$ cat src/hw/rtl/lfpmst_ram.sv
module lfpmst_ram #(
	parameter int WIDTH = 8,
	parameter int DEPTH = 16,
	localparam int AW = $clog2(DEPTH)
) (
	input  logic             clk,
	input  logic             we,
	input  logic [AW-1:0]    waddr,
	input  logic [WIDTH-1:0] wdata,
	input  logic [AW-1:0]    raddr,
	output logic [WIDTH-1:0] rdata
);

	logic [WIDTH-1:0] mem [DEPTH];

	// One write port and one registered read port.
	always_ff @(posedge clk) begin
		if (we) begin
			mem[waddr] <= wdata;
		end
		rdata <= mem[raddr];
	end

endmodule

$ cat config.mk
export PLATFORM = sky130hd
export DESIGN_NAME = lfpmst_ram
export DESIGN_NICKNAME = d
export VERILOG_FILES = /design/src/hw/rtl/lfpmst_ram.sv
export SDC_FILE = /design/constraint.sdc
export NUM_CORES = 1
export LEC_CHECK = 0
export BUFFER_PORTS_ARGS = -buffer_cell sky130_fd_sc_hd__buf_2
export CORE_UTILIZATION = 35
export CTS_CLUSTER_DIAMETER = 80
export DETAILED_ROUTE_END_ITERATION = 6
export GPL_ROUTABILITY_DRIVEN = 1
export MAX_ROUTING_LAYER = met4
export PLACE_DENSITY = 0.59
export SYNTH_ARGS = -nofsm -noshare
export SYNTH_HDL_FRONTEND = slang
export SYNTH_SLANG_ARGS = --single-unit
$ cat constraint.sdc
create_clock -name clk -period 1.8 [get_ports clk]
set_clock_uncertainty 0.15 [all_clocks]
set_input_delay 0.18 -clock clk [delete_from_list [all_inputs] [get_ports clk]]
set_output_delay 0.18 -clock clk [all_outputs]
set_load 0.02 [all_outputs]
[Word level (Yosys, flattened, before mapping)]
Memories as Yosys holds them, arrays and structs flattened. A register that Yosys moved wholly into a read port is not among the register bits.
Cells that the tools add are included.
Storage, ports and cells
  memories: 1
  bits in read-only memories: 0
  bits in latches: 0
  bits of input ports: 18
  bits in writable memories: 128
  register bits after elaboration: 0
  output and inout bits: 8
  word-level logic and storage cells: 3
Cells by class
  divide/modulo/power cells: 0
  $mul: 0
  shift operators: 0
  mux-type cells: 2
  reductions and logical operators: 0
  eq/ne operators: 0
  $add $sub $neg: 0
  magnitude comparators: 0
  bitwise gates (word level): 0
Memory list
  mem: words 16, bits a word 8, rd ports 1, clocked after Yosys merged registers in 1, wr ports 1, RTL line 14  | logic [WIDTH-1:0] mem [DEPTH];
Operator list (number)
  1-bit 2-to-1 mux: 2

[Longest topological paths before layout]
  depth after elaboration: 2
  mapped depth: 5
  gate-level depth less buffers: 3

[Least setup slack after synthesis]
No wires, ideal clock.
  path type: input port to flip-flop
  from: input port waddr[2]
  to: memory mem[0][0], enable pin
  stages: 2
  arrival: 1.290 ns
  setup time: 0.383 ns
  data required time: 1.267 ns
  slack: -0.023 ns
  buffers on the path: 0
  cell sequence: or3b_2 nor3_1
RTL lines
  start: declaration: RTL line 8  | input logic [AW-1:0] waddr,
  end: declaration: RTL line 14
Straight into the memory's write port.

==> flow_summary.toml <==
[run_status]
status = "completed"

[grt]
grt_pass1_wl_um = 15300
grt_max_degree = 17
grt_pass1_vias = 2617
grt-ovfl-total = 0
grt_usage_pct = 15.4
antenna_found_initial = 1

[power_and_ir_drop]
p_per_area_nw_per_um2 = 1130
ir_drop_mv = 0.603
leakagePower_nw = 2.13
total_power_mw = 7.06

[synth]
syn_nets = 247
synth.avg_cell_area_um2 = 22.5
synthCells = 229
yosys_register_bits = 136
ys_seq_area_share_pct = 77.8
synthesis.area_um2 = 5150
synth_cell_types = 19
yosys_warnings = 0

[timing]
period_share_pct = 83.6
slew_headroom_pct = 45.0
rsz0062_at_grt = "no"
post-route-min-period_ps = 1500
fin_ws_ps = 296
maxSlewViolCount = 0
finalHoldViolCount = 0
fmax_ghz = 0.665
finalSetupViolCount = 0
whs_ps = 9.17
worst-slew-pin-transition_ps = 823

[worst_setup_path]
start_kind = "flop"
worstPathMaxFanout = 1
r2r_slack_ps = 300
crit_type = "reg2reg"
end_kind = "flop"
worstPathRequired_ps = 1940
critPathArrivalTime_ps = 1640

[run]
max-cap-violations = 0

[die]
die_width_um = 123
die_area_um2 = 15200
dieHeight_um = 123
std_cell_rows = 43
io_pins = 26
core_um2 = 14100
initial_utilization_pct = 36.5

[cts]
insertion_delay_ps = 410
path_clk_slew_ps = 50
cts_sinks = 136
ctsHtreeMaxLevel = 4
root_buffer = "clkbuf_16"
cts_buffers = 17
post_cts_resized = 0
cts_max_path_buffers = 2
cts_tree = "yes"

[drt]
num_vias = 2435
drtIter0Drc = 152
firstDrtPassIters = 6
wl_met3_um = 459
drt-met1-wl_um = 4650
drc = 0
routed_wl_um = 9940
highest_layer = "met4"
avgViaCountPerCell = 5.01
wl_met2_um = 4710
wl_per_cell_um = 20.5
ant_nets = 0

[placement]
gp_congestion = 0.735
dp.cells = 451
io_buffer_count = 25
hpwl_um = 6580
dp_slack_ps = -37.6

[finish]
stdcell_count = 486
drive_gt1_share_pct = 31.5
layout_common_cells = "edfxtp_1 (128), buf_2 (25), buf_4 (24)"
nets = 311
areaGrowthSynthToFinish_pct = 21.0
layout_commonest_cell = "edfxtp_1"

[hold_path]
hp-class = "in2reg"
==> routing by layer <==
metal,global-route usage (%),up-vias
met2,23.0,51
met1,19.6,1270
li1,-,1102
met4,5.42,0
met3,5.35,12
met5,-,-
==> path summary, 6_finish.rpt <==
kind | startpoint | endpoint | cells after the start
worst max register to register | mem[9][1]$_DFFE_PP_ | rdata[1]$_DFF_P_ | 3
worst min register to register | mem[13][6]$_DFFE_PP_ | rdata[6]$_DFF_P_ | 3
worst max-delay path | mem[9][1]$_DFFE_PP_ | rdata[1]$_DFF_P_ | 3
worst min-delay path | wdata[3] | mem[4][3]$_DFFE_PP_ | 1
==> layout make-up <==
cell class                      instances  area, um^2
Antenna cell                            1        2.50
Clock buffer                           27         493
Clock inverter                          4        45.0
Fill cell                            1213        7870
Multi-Input combinational cell         83        1060
Sequential cell                       136        4000
Tap cell                              180         225
Timing Repair Buffer                   55         395
==> metrics by stage <==
step / TNS [ps] / util [%] / area [um^2]
after floorplan: 0 / - / 5150
after global placement: -43.5 / 40.1 / 5660
after detailed placement: -37.6 / 40.1 / 5660
after CTS: 0 / 44.2 / 6220
after global routing: 0 / 44.2 / 6230
final: 0 / 44.2 / 6230
==> Yosys cell counts, drive strengths merged <==
cell / instances / area, um^2
nor2b: 1 / 6.26
nand2b: 2 / 12.5
mux4: 32 / 773
a22oi: 16 / 120
nand2: 9 / 33.8
and2: 1 / 6.26
clkdlybuf4s25: 3 / 30.0
buf: 7 / 56.3
dfxtp: 8 / 160
nand3b: 2 / 15.0
nor3: 4 / 20.0
edfxtp: 128 / 3840
nand3: 1 / 5.00
nor2: 13 / 48.8
and2b: 1 / 7.51
or3b: 1 / 8.76
==> flip-flops by register name, indices dropped and copies added (netlist names) <==
signal	count
rdata	8
mem	128
==> power breakdown <==
part	switching [mW]	internal, mW	total [mW]
sequential	0.0216	3.54	3.57
clock	1.14	1.99	3.13
combinational	0.209	0.159	0.368
total	1.37	5.70	7.06
==> cells by family (layout without fill, tap and decap cells) <==
logic type | Yosys count | count (layout) | synth area share [%]
other | 0 | 1 | 0
AO/OA/AOI/OAI | 16 | 16 | 2.33
buffers and inverters | 10 | 86 | 1.68
flip-flops | 136 | 136 | 77.8
multiplexers | 32 | 32 | 15.0
AND/OR/NAND/NOR | 35 | 35 | 3.18
==> worst max-delay path: stages, from the launching register on <==
cell	delay, ps
edfxtp_1	350
mux4_1	500
a22oi_1	270
nand2_1	110
==> repair_timing <==
action / CTS / global route
buffers inserted: 0 / 0
hold buffers: 3 / 0
endpoints found under the hold margin: 38 / 0
(Power assumes the default switching activity.)
